--- config.mk ---
export PLATFORM = sky130hd
export DESIGN_NAME = cvw_fifo
export DESIGN_NICKNAME = d
export VERILOG_FILES = /design/src/hdl/cvw_pkg.sv /design/src/hdl/cvw_fifo.sv
export SDC_FILE = /design/constraint.sdc
export NUM_CORES = 1
export LEC_CHECK = 0
export ABC_AREA = 1
export CAP_MARGIN = 5
export CORE_MARGIN = 10
export CORE_UTILIZATION = 60
export DETAILED_ROUTE_END_ITERATION = 12
export DONT_BUFFER_PORTS = 1
export PLACE_DENSITY = 0.76
export SLEW_MARGIN = 20
export SYNTH_ARGS = -nofsm -noshare
export SYNTH_HDL_FRONTEND = slang
export SYNTH_SLANG_ARGS = --single-unit
--- constraint.sdc ---
create_clock -name clk -period 2.3 [get_ports clk]
set_input_delay 0.46 -clock clk [delete_from_list [all_inputs] [get_ports clk]]
set_output_delay 0.46 -clock clk [all_outputs]
set_load 0.01 [all_outputs]
--- src/hdl/cvw_pkg.sv ---
`timescale 1ns / 1ps
// ---------------------------------------------------------------------------
// cvw_pkg
// Shared types and constants for the streaming 3x3 window convolution block.
// ---------------------------------------------------------------------------
package cvw_pkg;

  // Default build-time sizes.
  localparam int DEF_MAX_WIDTH  = 64;
  localparam int DEF_KERNEL_MAX = 3;
  localparam int DEF_PIXEL_BITS = 16;

  // Fixed field widths of the interface.
  localparam int COEFF_BITS  = 16;
  localparam int COEFF_ROWS  = 3;
  localparam int CROW_BITS   = 48;
  localparam int SUM_BITS    = 35;
  localparam int ROW_BITS    = 12;
  localparam int COL_BITS    = 6;
  localparam int WREG_BITS   = 7;
  localparam int HREG_BITS   = 13;
  localparam int KREG_BITS   = 2;
  localparam int CIDX_BITS   = 3;
  localparam int HEIGHT_MAX  = 4096;
  localparam int FIFO_DEPTH  = 4;

  // Configuration register indexes.
  typedef enum logic [CIDX_BITS-1:0] {
    REG_IMAGE_WIDTH  = 3'd0,
    REG_IMAGE_HEIGHT = 3'd1,
    REG_KERNEL_ROWS  = 3'd2,
    REG_KERNEL_COLS  = 3'd3,
    REG_COEFF_ROW0   = 3'd4,
    REG_COEFF_ROW1   = 3'd5,
    REG_COEFF_ROW2   = 3'd6
  } cvw_reg_t;

  // Geometry settings handed to the front end.
  typedef struct packed {
    logic [WREG_BITS-1:0] image_width;
    logic [HREG_BITS-1:0] image_height;
    logic [KREG_BITS-1:0] kernel_rows;
    logic [KREG_BITS-1:0] kernel_cols;
  } cvw_cfg_t;

  // Position information that travels with each window.
  typedef struct packed {
    logic [ROW_BITS-1:0] row;
    logic [COL_BITS-1:0] col;
    logic                last;
  } cvw_meta_t;

endpackage

--- src/hdl/cvw_fifo.sv ---
`timescale 1ns / 1ps
// ---------------------------------------------------------------------------
// cvw_fifo
// Short queue of finished windows between the front end and the MAC.
// ---------------------------------------------------------------------------
module cvw_fifo import cvw_pkg::*; #(
  parameter int DW = 32
) (
  input  logic          clk,
  input  logic          rst_n,
  input  logic          push,
  input  logic [DW-1:0] wdata,
  output logic          full,
  input  logic          pop,
  output logic          empty,
  output logic [DW-1:0] rdata
);

  localparam int PW = $clog2(FIFO_DEPTH);

  logic [DW-1:0] mem_r [FIFO_DEPTH];
  logic [PW-1:0] wp_r, rp_r;
  logic [PW:0]   cnt_r;

  assign full  = cnt_r == (PW+1)'(FIFO_DEPTH);
  assign empty = cnt_r == '0;
  assign rdata = mem_r[rp_r];

  // Pointers and fill count.
  always_ff @(posedge clk) begin
    if (!rst_n) begin
      wp_r  <= '0;
      rp_r  <= '0;
      cnt_r <= '0;
    end else begin
      if (push) begin
        wp_r <= wp_r + PW'(1);
      end
      if (pop) begin
        rp_r <= rp_r + PW'(1);
      end
      if (push && !pop) begin
        cnt_r <= cnt_r + (PW+1)'(1);
      end else if (pop && !push) begin
        cnt_r <= cnt_r - (PW+1)'(1);
      end
    end
  end

  // Entry storage.
  always_ff @(posedge clk) begin
    if (push) begin
      mem_r[wp_r] <= wdata;
    end
  end

endmodule

==> summary.md, run 1 <==
| Metric | Value |
|---|---|
| Flops & latches, synth | `137` |
| WP data arrival | `between 1.5 and 2 ns` |
| CTS tree | `built` |
| FP Rows | `33` |
| Post-Synthesis Cells | `around 370` |
| Placed Area | `around 5300 um2` |
| First-pass GRT wire length | `16,300 um` |
| CTS buffer count | `17` |
| Initial DRT Pass Iterations | `5` |
| Die width | `approximately 110 um` |
| Final setup margin | `roughly 0.077 ns` |
| Final critical-path share of the clock period | `96.7%` |
| Residual DRC count | `0` |
| Fin. max-slew vios | `0` |
| Mapped Area | `around 5200 um2` |
| Port bufs | `0` |
| CTS max path bufs | `2` |
| CP Launch Type | `flop` |
| Drt wl/cell | `20.7 um` |
| Post_cts resized | `1` |
| Starting density of the core | `62.6%` |
| RePlAce Congestion | `slightly above 0.7` |
| Pin count of the biggest net entering global routing | `66` |
| Vias in the first global route | `between 3,000 and 4,000` |
| Final hold vios | `0` |
| Tot GR Track Use | `16.6%` |
| Min Tclk post-route | `roughly 2.2 ns` |
| CP Capture Type | `output port` |
| Max transition margin | `74.1%` |
| Unrepaired setup endpoints after global routing | `false` |
| Die area | `approximately 13,000 um2` |
| Worst hold path class | `in2reg` |
| Nets | `roughly 420` |
| Worst skew pair latency | `0.51 ns` |
| Synth warnings | `0` |
| Fmax | `0.450 GHz` |
| Area delta synth->final | `13.9%` |
| Dpl ws | `approximately 0.54 ns` |
| # H-tree levels | `4` |
| Post-DRT Antenna Nets | `0` |
| Setup CP Type | `reg2out` |
| Reg clk slew, reported paths | `roughly 0.06 ns` |
| Status | `complete, no violations` |
| Max-Cap Viols | `0` |
| Layout cell share with drive strength beyond 1 | `a little under an eighth` |
| Detailed router's first-iteration violation count | `~190` |
| Grt ovf | `0` |
| Synth cell types | `20` |
| Most common cell after layout, fill and taps aside | `edfxtp_1` |
| Fill count | `approximately 550` |
| Syn Area/Cell | `about 14 um2` |
| Critical Path RT | `about 1.8 ns` |
| Vias per inst | `5.97` |
| Syn_nets | `between 400 and 500` |
| Peak supply drop | `just under 0.6 mV` |
| Worst-Margin Slew | `a little under 0.4 ns` |
| DRT Wirelength | `~10,000 um` |
| Crit path max fanout | `65` |
| DP Wirelength | `between 6000 and 7000 um` |
| Routed via count | `just under 3,000` |
| Most frequent cells in the layout | `edfxtp_1 (128), nor2_1 (69), o21ai_0 (42), o22ai_1 (30), o21ai_1 (28)` |
| Seq/Total Area, Yosys | `slightly below 80%` |
| # diodes | `0` |
| CTS Sinks | `137` |
| Postcts setup bufs | `0` |
| Final setup fails | `0` |
| Post-route cell area | `between 5000 and 6000 um2` |
| Post-cts hold buffer count | `0` |
| Die Span Y | `~110 um` |
| PD cells | `around 1000 nW/um2` |
| CORE AREA | `8340 um2` |
| Overall Power | `around 6000 uW` |
| Setup TNS | `0 ns` |
| Worst Skew | `0.0106 ns` |
| Lkg Pwr | `about 0.0021 uW` |
| Initial antenna violation count | `0` |
| Clock Tree Root | `clkbuf_8` |
| Num ports | `70` |
## registers in the layout, summed over array words and instances (netlist names), named ones only
register,flops
cnt_r,3
mem_r,128
rp_r,2
wp_r,2
## worst max-delay path, stage by stage, from the launching register on
cell	delay (ns)
dfxtp_2	0.33
buf_12	0.19
inv_12	0.25
o21ai_0	0.15
o22ai_1	0.28
## per-layer routing
metal	wire [um]	global-route usage, %	share of wire, %	vias to the layer above
li1	-	-	-	1382
met1	4070	17.9	40	1441
met2	5050	27.7	49	132
met3	1040	7.61	10	7
met4	86	6.85	0.84	0
met5	0	0	0	-
## cell families after synthesis
family,share of synthesized area [%]
adders and majority gates,1.58
AOI/OAI and AO/OA,10.9
buffers and inverters,4.39
and+or+nand+nor,6.02
DFF,77.1
## path summary, 6_finish.rpt
check	startpoint	slack (ns)	to	cells after the start
hold / removal	wdata[4]	0.04	mem_r[3][4]	0
setup reg to reg	wp_r[1]	0.94	mem_r[1][0]	5
setup / recovery	flop	0.08	rdata[31]	4
hold reg to reg	rp_r[1]	0.46	flop	1
## metrics by stage
step,instances,utilization (%),hold WS (ns)
after global routing,496,71.3,0.0144
final,496,71.3,0.0394
after detailed placement,465,63.7,0.442
after global placement,465,63.7,0.426
after floorplan,367,-,0.412
after CTS,496,71.1,0.0158
## Yosys cell counts
cell type,number,area share [%]
o21ai_0,42,4.0
inv_1,15,1.1
fa_1,1,0.38
inv_2,1,0.072
dfxtp_1,9,3.5
clkbuf_1,1,0.072
nor2_1,69,5.0
o22ai_1,32,3.8
buf_4,3,0.43
nor3_1,2,0.19
ha_1,5,1.2
buf_6,9,1.9
o21ai_1,28,2.7
nand4_1,1,0.12
inv_8,1,0.22
edfxtp_1,128,74
a21oi_1,4,0.38
nand2_1,9,0.65
buf_2,6,0.58
nand3_1,1,0.096
## layout make-up
type / instances / area [um2] / share of cell area (%)
clock buffer: 18 / 418 / 7.03
clock inverter: 13 / 200 / 3.37
inverter: 17 / 76.3 / 1.28
multi-input combinational: 194 / 980 / 16.5
sequential: 137 / 4030 / 67.7
tap: 105 / 131 / 2.21
timing repair buffer: 12 / 115 / 1.94
## report_power, final
| group | leakage (uW) | total, uW | switching [uW] | internal, uW |
|---|---|---|---|---|
| clock network | 0.000298 | 2820 | 958 | 1860 |
| logic | 0.000515 | 400 | 290 | 110 |
| registers | 0.00125 | 2880 | 33.5 | 2840 |
(Power assumes the default switching activity.)
==> run 2: changes to the inputs <==
Settings changed: CORE_UTILIZATION 60 to 29, PLACE_DENSITY 0.76 to unset.
==> summary.md, run 2 (same netlist as run 1, synthesis figures left out) <==
| Metric | Value |
|---|---|
| Status | `complete, no violations` |
| Worst skew pair latency | `0.41 ns (-0.10 ns)` |
| WP data arrival | `1.68 ns (-0.08 ns)` |
| CTS Sinks | `137 (unchanged)` |
| Postcts setup bufs | `0 (unchanged)` |
| RePlAce Congestion | `0.725 (-0.28%)` |
| Detailed router's first-iteration violation count | `193 (+3.8%)` |
| CP Capture Type | `output port` |
| PD cells | `956 nW/um2 (-6.7%)` |
| Clock Tree Root | `clkbuf_16` |
| CP Launch Type | `flop` |
| First-pass GRT wire length | `17,100 um (+4.4%)` |
| Vias in the first global route | `2,839 (-8.7%)` |
| Worst Skew | `0.00444 ns (-0.00616 ns)` |
| CORE AREA | `17,800 um2 (+110%)` |
| Layout cell share with drive strength beyond 1 | `12.1% (+0.86 points)` |
| Worst-Margin Slew | `0.425 ns (+0.0393 ns)` |
| Register area | `4030 um2 (unchanged)` |
| Vias per inst | `4.67 (-22%)` |
| Max-Cap Viols | `0 (unchanged)` |
| CTS buffer count | `17 (unchanged)` |
| Largest registers | `mem_r: 128 flops, cnt_r: 3 flops` |
| # diodes | `0 (unchanged)` |
| Fill count | `1,702 (+210%)` |
| Die area | `23,800 um2 (+85%)` |
| Max FFs per register | `128 (unchanged)` |
| FP Rows | `49 (+48%)` |
| Die width | `154 um (+36%)` |
| Area taken by multi-input logic gates | `967 um2 (-1.3%)` |
| Nets | `418 (-0.71%)` |
| Setup CP Type | `reg2out` |
| Initial antenna violation count | `0 (unchanged)` |
| Most frequent cells in the layout | `edfxtp_1 (128), nor2_1 (69), o21ai_0 (42), o22ai_1 (32), o21ai_1 (28)` |
| Reg clk slew, reported paths | `0.06 ns (about the same)` |
| Residual DRC count | `0 (unchanged)` |
| Post-cts hold buffer count | `0 (unchanged)` |
| Post-DRT Antenna Nets | `0 (unchanged)` |
| Peak supply drop | `0.470 mV (-19%)` |
| Port bufs | `0 (unchanged)` |
| Unrepaired setup endpoints after global routing | `false` |
| Die Span Y | `154 um (+36%)` |
| DP Wirelength | `7250 um (+20%)` |
| Starting density of the core | `29.3% (-33 points)` |
| Final setup fails | `0 (unchanged)` |
| Lkg Pwr | `0.00200 uW (-2.9%)` |
| CTS max path bufs | `2 (unchanged)` |
| # H-tree levels | `4 (unchanged)` |
| Biggest register | `mem_r` |
| Drt wl/cell | `18.5 um (-10%)` |
| CTS tree | `built` |
| Routed via count | `2,882 (-2.7%)` |
| Num ports | `70 (unchanged)` |
| Post_cts resized | `0 (-1)` |
| Fin. max-slew vios | `0 (unchanged)` |
| Final critical-path share of the clock period | `93.0% (-3.7 points)` |
| Worst hold path class | `in2reg` |
| Crit path max fanout | `21 (-68%)` |
| Initial DRT Pass Iterations | `4 (-1)` |
| Most common cell after layout, fill and taps aside | `edfxtp_1` |
| Fmax | `0.468 GHz (+4.0%)` |
| Max transition margin | `71.6% (-2.5 points)` |
| Final hold vios | `0 (unchanged)` |
| DRT Wirelength | `11,400 um (+12%)` |
| Pin count of the biggest net entering global routing | `65 (-1.5%)` |
| Tot GR Track Use | `9.65% (-6.9 points)` |
| Overall Power | `5780 uW (-5.1%)` |
| Area delta synth->final | `15.8%` |
| Critical Path RT | `1.84 ns (about the same)` |
| Setup TNS | `0 ns (unchanged)` |
| Min Tclk post-route | `2.14 ns (-0.0849 ns)` |
| Grt ovf | `0 (unchanged)` |
run 2: cell types whose count changed in the layout (fill, tap and decap cells not counted), moves of 2 or more:
cell	before	now
buf_12	2	6
inv_1	15	11
o22ai_2	2	0
buf_4	10	3
clkinvlp_4	1	5
clkinv_4	1	3
inv_2	1	5
o22ai_1	30	32
clkinv_2	1	3
clkinv_1	3	0
bufinv_16	5	1
run 2: worst paths after layout:
check | cells past startpoint | startpoint | slack [ns] | end
setup / recovery | 3 | flop | 0.16 | rdata[18]
hold reg to reg | 1 | rp_r[1] | 0.49 | rp_r[1]
hold / removal | 0 | wdata[28] | 0.14 | mem_r[3][28]
setup reg to reg | 5 | wp_r[1] | 0.80 | mem_r[1][14]
run 2: through the flow:
step                utilization (%)  hold WS (ns)  setup slack, ns  instances  area [um2]
finish                         33.9         0.139            0.161        617        6040
detailed placement             30.8         0.488            0.545        586        5490
global route                   33.9         0.106          0.00529        617        6040
floorplan                         -         0.412            0.691        367        5220
global placement               30.8         0.501            0.566        586        5490
CTS                            33.9         0.116           0.0819        617        6040
run 2: worst max-delay path: stages, from the launching register on:
cell	delay (ns)
dfxtp_2	0.50
buf_4	0.30
o21ai_0	0.12
o22ai_1	0.34
run 2: cell type report:
| type | instances | share of cell area (%) |
|---|---|---|
| clock inverters | 14 | 2.09 |
| clock buffers | 17 | 7.04 |
| multi-input cells | 194 | 16.0 |
| inverters | 17 | 1.18 |
| repair buffers | 9 | 2.36 |
| flip-flops and latches | 137 | 66.6 |
| well taps | 229 | 4.74 |
run 2: layer usage:
layer | global-route usage (%) | vias up | wire (um) | part of all wire (%)
met5 | 0 | - | 0 | 0
met4 | 3.51 | 0 | 127 | 1.1
met3 | 5.77 | 14 | 1050 | 9.1
met2 | 15.0 | 76 | 5560 | 49
met1 | 10.6 | 1415 | 4710 | 41
li1 | - | 1377 | - | -
run 2: report_power, final:
group	switching [uW]	internal, uW	total, uW
combinational	292	114	406
sequential	36.8	2840	2880
clock	1010	1480	2490
