===== src/hdl/cvw_pkg.sv =====
`timescale 1ns / 1ps
// ---------------------------------------------------------------------------
// cvw_pkg
// Shared types and constants for the streaming 3x3 window convolution block.
// ---------------------------------------------------------------------------
package cvw_pkg;

  // Default build-time sizes.
  localparam int DEF_MAX_WIDTH  = 64;
  localparam int DEF_KERNEL_MAX = 3;
  localparam int DEF_PIXEL_BITS = 16;

  // Fixed field widths of the interface.
  localparam int COEFF_BITS  = 16;
  localparam int COEFF_ROWS  = 3;
  localparam int CROW_BITS   = 48;
  localparam int SUM_BITS    = 35;
  localparam int ROW_BITS    = 12;
  localparam int COL_BITS    = 6;
  localparam int WREG_BITS   = 7;
  localparam int HREG_BITS   = 13;
  localparam int KREG_BITS   = 2;
  localparam int CIDX_BITS   = 3;
  localparam int HEIGHT_MAX  = 4096;
  localparam int FIFO_DEPTH  = 4;

  // Configuration register indexes.
  typedef enum logic [CIDX_BITS-1:0] {
    REG_IMAGE_WIDTH  = 3'd0,
    REG_IMAGE_HEIGHT = 3'd1,
    REG_KERNEL_ROWS  = 3'd2,
    REG_KERNEL_COLS  = 3'd3,
    REG_COEFF_ROW0   = 3'd4,
    REG_COEFF_ROW1   = 3'd5,
    REG_COEFF_ROW2   = 3'd6
  } cvw_reg_t;

  // Geometry settings handed to the front end.
  typedef struct packed {
    logic [WREG_BITS-1:0] image_width;
    logic [HREG_BITS-1:0] image_height;
    logic [KREG_BITS-1:0] kernel_rows;
    logic [KREG_BITS-1:0] kernel_cols;
  } cvw_cfg_t;

  // Position information that travels with each window.
  typedef struct packed {
    logic [ROW_BITS-1:0] row;
    logic [COL_BITS-1:0] col;
    logic                last;
  } cvw_meta_t;

endpackage


===== src/hdl/cvw_ram.sv =====
`timescale 1ns / 1ps
// ---------------------------------------------------------------------------
// cvw_ram
// Generic single-write, single-read RAM with a registered read port.
// ---------------------------------------------------------------------------
module cvw_ram #(
  parameter int WIDTH = 32,
  parameter int DEPTH = 64
) (
  input  logic                     clk,
  input  logic                     we,
  input  logic [$clog2(DEPTH)-1:0] waddr,
  input  logic [WIDTH-1:0]         wdata,
  input  logic                     re,
  input  logic [$clog2(DEPTH)-1:0] raddr,
  output logic [WIDTH-1:0]         rdata
);

  logic [WIDTH-1:0] mem [DEPTH];

  // Write port and registered read port; a read at the written address
  // returns the old contents.
  always_ff @(posedge clk) begin
    if (we) begin
      mem[waddr] <= wdata;
    end
    if (re) begin
      rdata <= mem[raddr];
    end
  end

endmodule


===== src/hdl/cvw_front.sv =====
`timescale 1ns / 1ps
// ---------------------------------------------------------------------------
// cvw_front
// Pixel intake: raster counters, line store, window registers and window
// tap selection. Windows that produce a result are pushed into the queue.
// ---------------------------------------------------------------------------
module cvw_front import cvw_pkg::*; #(
  parameter int MAX_WIDTH  = DEF_MAX_WIDTH,
  parameter int KERNEL_MAX = DEF_KERNEL_MAX,
  parameter int PIXEL_BITS = DEF_PIXEL_BITS
) (
  input  logic                                        clk,
  input  logic                                        rst_n,
  input  cvw_cfg_t                                    cfg,
  input  logic                                        in_valid,
  output logic                                        in_stall,
  input  logic [PIXEL_BITS-1:0]                       in_pixel,
  input  logic                                        q_full,
  output logic                                        q_push,
  output logic [KERNEL_MAX*KERNEL_MAX*PIXEL_BITS-1:0] q_taps,
  output cvw_meta_t                                   q_meta
);

  localparam int CW = $clog2(MAX_WIDTH);
  localparam int LW = (KERNEL_MAX - 1) * PIXEL_BITS;

  // Effective geometry after clamping.
  logic [CW:0]           w_eff;
  logic [HREG_BITS-1:0]  h_eff;
  logic [KREG_BITS-1:0]  kr_eff;
  logic [KREG_BITS-1:0]  kc_eff;

  // Raster counters.
  logic [CW-1:0]         col_r, col_nxt;
  logic [ROW_BITS-1:0]   row_r, row_nxt;
  logic                  end_row, end_frame, emit;

  // Stage one.
  logic                  s1_v_r;
  logic                  s1_emit_r;
  logic [PIXEL_BITS-1:0] s1_px_r;
  logic [CW-1:0]         s1_c_r;
  cvw_meta_t             s1_meta_r;
  logic                  acc, s1_go, fire;

  // Line store access.
  logic [LW-1:0]         ram_q, ls_old, ls_new;
  logic [MAX_WIDTH-1:0]  lsv_r;
  logic                  rd_vld_r;
  logic                  last_v_r;
  logic [CW-1:0]         last_addr_r;
  logic [LW-1:0]         last_data_r;

  logic [PIXEL_BITS-1:0] cur [KERNEL_MAX];
  logic [PIXEL_BITS-1:0] win_r [KERNEL_MAX][KERNEL_MAX-1];

  // Clamp the configured sizes into their working ranges.
  always_comb begin
    if (cfg.image_width == '0) begin
      w_eff = (CW+1)'(1);
    end else if (32'(cfg.image_width) > 32'(MAX_WIDTH)) begin
      w_eff = (CW+1)'(MAX_WIDTH);
    end else begin
      w_eff = (CW+1)'(cfg.image_width);
    end
    if (cfg.image_height == '0) begin
      h_eff = HREG_BITS'(1);
    end else if (32'(cfg.image_height) > 32'(HEIGHT_MAX)) begin
      h_eff = HREG_BITS'(HEIGHT_MAX);
    end else begin
      h_eff = cfg.image_height;
    end
    if (cfg.kernel_rows == '0) begin
      kr_eff = KREG_BITS'(1);
    end else if (32'(cfg.kernel_rows) > 32'(KERNEL_MAX)) begin
      kr_eff = KREG_BITS'(KERNEL_MAX);
    end else begin
      kr_eff = cfg.kernel_rows;
    end
    if (cfg.kernel_cols == '0) begin
      kc_eff = KREG_BITS'(1);
    end else if (32'(cfg.kernel_cols) > 32'(KERNEL_MAX)) begin
      kc_eff = KREG_BITS'(KERNEL_MAX);
    end else begin
      kc_eff = cfg.kernel_cols;
    end
  end

  // Classify the incoming pixel against the raster position.
  always_comb begin
    end_row   = {1'b0, col_r} >= (w_eff - (CW+1)'(1));
    end_frame = end_row && ({1'b0, row_r} >= (h_eff - HREG_BITS'(1)));
    emit      = (row_r >= ROW_BITS'(kr_eff - KREG_BITS'(1))) &&
                ({1'b0, col_r} >= (CW+1)'(kc_eff - KREG_BITS'(1)));
    if (end_row) begin
      col_nxt = '0;
      row_nxt = end_frame ? '0 : row_r + ROW_BITS'(1);
    end else begin
      col_nxt = col_r + CW'(1);
      row_nxt = row_r;
    end
  end

  // Handshake: stage one holds only when it has a window and the queue is full.
  assign s1_go    = !s1_emit_r || !q_full;
  assign in_stall = s1_v_r && !s1_go;
  assign acc      = in_valid && !in_stall;
  assign fire     = s1_v_r && s1_go;

  always_ff @(posedge clk) begin
    if (!rst_n) begin
      col_r     <= '0;
      row_r     <= '0;
      s1_v_r    <= 1'b0;
      s1_emit_r <= 1'b0;
    end else begin
      if (acc) begin
        col_r     <= col_nxt;
        row_r     <= row_nxt;
        s1_v_r    <= 1'b1;
        s1_emit_r <= emit;
      end else if (s1_go) begin
        s1_v_r    <= 1'b0;
        s1_emit_r <= 1'b0;
      end
    end
  end

  // Stage one payload.
  always_ff @(posedge clk) begin
    if (acc) begin
      s1_px_r       <= in_pixel;
      s1_c_r        <= col_r;
      s1_meta_r.row <= row_r - ROW_BITS'(kr_eff - KREG_BITS'(1));
      s1_meta_r.col <= COL_BITS'(col_r - CW'(kc_eff - KREG_BITS'(1)));
      s1_meta_r.last <= end_frame;
    end
  end

  // Line store: one word per column holding the earlier rows.
  cvw_ram #(
    .WIDTH (LW),
    .DEPTH (MAX_WIDTH)
  ) u_line_store (
    .clk   (clk),
    .we    (fire),
    .waddr (s1_c_r),
    .wdata (ls_new),
    .re    (acc),
    .raddr (col_r),
    .rdata (ram_q)
  );

  // Per-column valid bits stand in for the cleared reset contents.
  always_ff @(posedge clk) begin
    if (!rst_n) begin
      lsv_r    <= '0;
      rd_vld_r <= 1'b0;
      last_v_r <= 1'b0;
    end else begin
      if (acc) begin
        rd_vld_r <= lsv_r[col_r];
      end
      if (fire) begin
        lsv_r[s1_c_r] <= 1'b1;
        last_v_r      <= 1'b1;
      end
    end
  end

  // The latest write is kept so that a read issued on the same edge sees it.
  always_ff @(posedge clk) begin
    if (fire) begin
      last_addr_r <= s1_c_r;
      last_data_r <= ls_new;
    end
  end

  // Current column of the window and the updated line store word.
  always_comb begin
    if (last_v_r && (last_addr_r == s1_c_r)) begin
      ls_old = last_data_r;
    end else if (rd_vld_r) begin
      ls_old = ram_q;
    end else begin
      ls_old = '0;
    end
    cur[0] = s1_px_r;
    for (int a = 1; a < KERNEL_MAX; a++) begin
      cur[a] = ls_old[(a-1)*PIXEL_BITS +: PIXEL_BITS];
    end
    for (int a = 0; a < KERNEL_MAX - 1; a++) begin
      ls_new[a*PIXEL_BITS +: PIXEL_BITS] = cur[a];
    end
  end

  // Window registers shift one column per transfer.
  always_ff @(posedge clk) begin
    if (!rst_n) begin
      for (int a = 0; a < KERNEL_MAX; a++) begin
        for (int b = 0; b < KERNEL_MAX - 1; b++) begin
          win_r[a][b] <= '0;
        end
      end
    end else if (fire) begin
      for (int a = 0; a < KERNEL_MAX; a++) begin
        win_r[a][0] <= cur[a];
        for (int b = 1; b < KERNEL_MAX - 1; b++) begin
          win_r[a][b] <= win_r[a][b-1];
        end
      end
    end
  end

  // Map stored pixels onto kernel positions; unused positions read as zero.
  always_comb begin
    logic [KREG_BITS-1:0] ra;
    logic [KREG_BITS-1:0] cb;
    q_taps = '0;
    for (int ki = 0; ki < KERNEL_MAX; ki++) begin
      for (int kj = 0; kj < KERNEL_MAX; kj++) begin
        ra = kr_eff - KREG_BITS'(1) - KREG_BITS'(ki);
        cb = kc_eff - KREG_BITS'(1) - KREG_BITS'(kj);
        if ((KREG_BITS'(ki) < kr_eff) && (KREG_BITS'(kj) < kc_eff)) begin
          for (int a = 0; a < KERNEL_MAX; a++) begin
            for (int b = 0; b < KERNEL_MAX; b++) begin
              if ((ra == KREG_BITS'(a)) && (cb == KREG_BITS'(b))) begin
                if (b == 0) begin
                  q_taps[(ki*KERNEL_MAX+kj)*PIXEL_BITS +: PIXEL_BITS] = cur[a];
                end else begin
                  q_taps[(ki*KERNEL_MAX+kj)*PIXEL_BITS +: PIXEL_BITS] =
                    win_r[a][(b > 0) ? b-1 : 0];
                end
              end
            end
          end
        end
      end
    end
  end

  assign q_push = fire && s1_emit_r;
  assign q_meta = s1_meta_r;

endmodule


===== config.mk =====
export PLATFORM = sky130hd
export DESIGN_NAME = cvw_front
export DESIGN_NICKNAME = d
export VERILOG_FILES = /design/src/hdl/cvw_pkg.sv /design/src/hdl/cvw_ram.sv /design/src/hdl/cvw_front.sv
export SDC_FILE = /design/constraint.sdc
export NUM_CORES = 2
export LEC_CHECK = 0
export ABC_AREA = 0
export BUFFER_PORTS_ARGS = -buffer_cell sky130_fd_sc_hd__buf_2
export CAP_MARGIN = 20
export CORE_UTILIZATION = 55
export CTS_BUF_LIST = sky130_fd_sc_hd__clkbuf_16
export DETAILED_ROUTE_END_ITERATION = 7
export HOLD_SLACK_MARGIN = 0.02
export PLACE_DENSITY = 0.71
export SYNTH_ARGS = -nofsm -noshare
export SYNTH_HDL_FRONTEND = slang
export SYNTH_SLANG_ARGS = --single-unit

===== constraint.sdc =====
create_clock -name clk -period 5.6 [get_ports clk]
set_input_delay 0.84 -clock clk [delete_from_list [all_inputs] [get_ports clk]]
set_output_delay 0.84 -clock clk [all_outputs]
set_load 0.005 [all_outputs]

==> results.sh <==
export IMPL_viasPerCell=6.82
export IMPL_rows=151
export IMPL_critPathLaunch="s1_c_r[3]"
export IMPL_drtAntennaViolNets=1
export IMPL_reg2reg_slack_ns=1.81
export IMPL_grt_pass1_vias=50500
export IMPL_post_cts_buffers=0
export IMPL_path_delay_family="compound AO/OA/AOI/OAI gates"
export IMPL_synth_edf_count=2255
export IMPL_cts_buffers=222
export IMPL_cts_tree="yes"
export IMPL_setup_tns_final_ns=0
export IMPL_vdd_drop_max_uv=246
export IMPL_gr_total_overflow=0
export IMPL_synth_main_ff_cell="edfxtp_1"
export IMPL_hold_slack_ns=0.156
export IMPL_required_ns=4.76
export IMPL_track_usage=0.303
export IMPL_fillers=11500
export IMPL_antenna_found_initial=20
export IMPL_hold_viol_final=0
export IMPL_yosysUniqueCellTypes=70
export IMPL_worstHoldPathType="in2reg"
export IMPL_first_iter_violations=7411
export IMPL_core_area_um2=170000
export IMPL_slowest_stage="a211oi_1"
export IMPL_layout_drive_gt1_share=0.295
export IMPL_postCtsHoldBufs=0
export IMPL_reg2regPathDepth=6
export IMPL_ys_seq_elements=2341
export IMPL_tightest_slew_ns=1.29
export IMPL_clock_latency_ns=0.87
export IMPL_grt_pass1_wl_um=372000
export IMPL_regToRegStartpoint="col_r[0]"
export IMPL_place_hpwl_um=155000
export IMPL_period_minus_slack_ns=5.15
export IMPL_cts_resized=0
export IMPL_fin_skew_ns=0.0299
export IMPL_num_vias=51900
export IMPL_dr_pass1_iters=8
export IMPL_die_w_um=417
export IMPL_avgRoutedWirePerCell_um=34.4
export IMPL_gp_congestion=0.981
export IMPL_period_share=0.919
export IMPL_path_buf_inv=2
export IMPL_cp_max_fo=18
export IMPL_port_buffers=208
export IMPL_setup_viol=0
export IMPL_syn_area_per_cell_um2=19.6
export IMPL_critPathLaunchType="register"
export IMPL_outcome="finished, violations left"
export IMPL_rsz0062_at_grt="no"
export IMPL_crit_cells=8
export IMPL_cp_slowest_stage_delay_ns=0.72
export IMPL_grt_max_degree=76
export IMPL_start_util=0.556
export IMPL_end_kind="output port"
export IMPL_h_tree_depth=4
export IMPL_die_area_um2=174000
export IMPL_cts_root_buf="clkbuf_16"
export IMPL_io_pins=209
export IMPL_netlist_instances=4827
export IMPL_p_per_area_nw_per_um2=335
export IMPL_async_reset_ff_frac=0
export IMPL_synth_area_um2=94500
export IMPL_violations="antenna rules"
export IMPL_drv_slew=0
export IMPL_yosysWarnings=0
export IMPL_worst_setup_path_type="reg2out"
export IMPL_path_common_cell="o21ai_0"
export IMPL_nNetsFinal=5280
export IMPL_crit_chain="xnor2_1 -> and4_1 -> and2_2 -> buf_4 -> o21ai_0 -> o21ai_0 -> a211oi_1 -> buf_2"
export IMPL_finalWirelength_um=262000
export IMPL_yosysSeqAreaShare=0.734
export IMPL_drc_errors=0
export IMPL_clk_pin_slew_ns=0.06
export IMPL_cts_sinks=2341
export IMPL_cts_buffer_depth=3
export IMPL_r2r_end="u_line_store.rdata[2]"
export IMPL_max_freq_mhz=194
export IMPL_crit_end="q_taps[10]"
export IMPL_slew_headroom=0.128
export IMPL_die_h_um=417
export IMPL_hold_path_depth=1
export IMPL_syn_to_final_growth_pct=13.3
export IMPL_worstPathArrival_ns=4.31
export IMPL_power_leakage_nw=34.0
export IMPL_cap_violations=0
## state kept, by name, indices dropped and copies added (netlist names)
register            cells
u_line_store.rdata     32
last_v_r                1
s1_v_r                  1
rd_vld_r                1
s1_c_r                  6
s1_emit_r               1
last_data_r            32
win_r                  96
last_addr_r             6
u_line_store.mem     2048
q_meta                 19
row_r                  12
col_r                   6
lsv_r                  64
s1_px_r                16
## metal layers
layer,track usage,part of all wire,vias to the layer above
li1,-,-,20800
met1,0.436,0.39,27200
met2,0.456,0.46,3377
met3,0.0630,0.11,562
met4,0.127,0.046,20
met5,0,0.00057,-
## cell families after synthesis
logic type,share of synthesized area
and+or+nand+nor,0.0351
adders and majority gates,0.00532
xor gates and xnor gates,0.00185
other,0.0000397
buffers and inverters,0.0134
AOI/OAI and AO/OA,0.0416
muxes,0.168
DFF,0.734
## synth_stat cells (all sizes together) (4+ instances only)
library cell	number	area [µm²]
a221oi	5	43.8
mux2	83	935
or3	4	25.0
or4	9	75.1
o21ai	171	856
clkbuf	202	758
nor4	7	58.8
mux2i	78	781
a21boi	5	37.5
o31ai	14	105
o221ai	17	149
ha	37	463
nor3	19	95.1
or2	5	31.3
nand4	6	37.5
o2111ai	11	114
dfxtp	86	1720
nand2	152	571
o21a	39	293
o311ai	5	58.8
xnor2	9	78.8
a211oi	23	173
o221a	21	236
a222oi	24	240
and2	37	231
o211ai	5	37.5
nand3b	6	45.0
a31oi	7	43.8
a22oi	63	473
a21o	5	37.5
buf	104	415
a21oi	106	531
nand2b	14	87.6
clkinv	5	18.8
and3	85	532
xor2	11	96.3
nand3	61	305
nor2	281	1050
inv	19	71.3
nor2b	19	119
edfxtp	2255	67700
o22ai	55	344
mux4	630	14200
## per-stage QoR
stage          total power [W]  cell area [µm²]   util  std cells  worst slack [ns]
5_1_grt                 0.0367           107000  0.630       7603             0.416
4_1_cts                 0.0360           107000  0.629       7600             0.550
2_1_floorplan           0.0210            94600      -       4837             0.678
3_5_place_dp            0.0218           100000  0.588       7188             0.431
3_3_place_gp            0.0217           100000  0.588       7186             0.373
6_report                0.0359           107000  0.630       7612             0.453
## where the power goes
part / switching, W / internal (W)
sequential: 0.000142 / 0.0192
combinational: 0.00124 / 0.000839
clock: 0.00642 / 0.00801
total: 0.00780 / 0.0281
## area by class of cell
class / count / area [µm²] / share of cell area
Sequential cell: 2341 / 69500 / 0.649
Multi-Input combinational cell: 2166 / 24600 / 0.229
Clock buffer: 227 / 5680 / 0.0531
Timing Repair Buffer: 442 / 3190 / 0.0298
Tap cell: 2218 / 2780 / 0.0259
Clock inverter: 185 / 1300 / 0.0122
Inverter: 24 / 92.6 / 0.000865
Antenna cell: 9 / 22.5 / 0.000210
## worst min path at each step
stage,start,endpoint,slack (ns)
after floorplan,s1_c_r[3],last_addr_r[3],0.42
after global placement,lsv_r[38],lsv_r[38],0.44
final,in_pixel[10],s1_px_r[10],0.16
after detailed placement,lsv_r[6],lsv_r[6],0.45
after global routing,in_pixel[1],s1_px_r[1],0.14
after CTS,in_pixel[0],s1_px_r[0],0.10
## cells in the final DEF (no fill, tap or decap), drive strengths merged, types with 15 or more instances in the layout
cell type,netlist,routed
edfxtp,2255,2255
mux4,630,630
nand2,152,152
and2,37,37
nand3,61,61
nor2b,19,19
buf,104,442
and3,85,85
a21oi,106,106
o21ai,171,171
nor3,19,19
a22oi,63,63
ha,37,37
mux2,83,83
bufinv,0,15
o21a,39,39
clkbuf,202,227
clkinv,5,103
a222oi,24,24
inv,19,85
dfxtp,86,86
o221a,21,21
o22ai,55,55
a211oi,23,23
nor2,281,281
o221ai,17,17
mux2i,78,78
No activity file was read; power rests on OpenSTA's default activity.
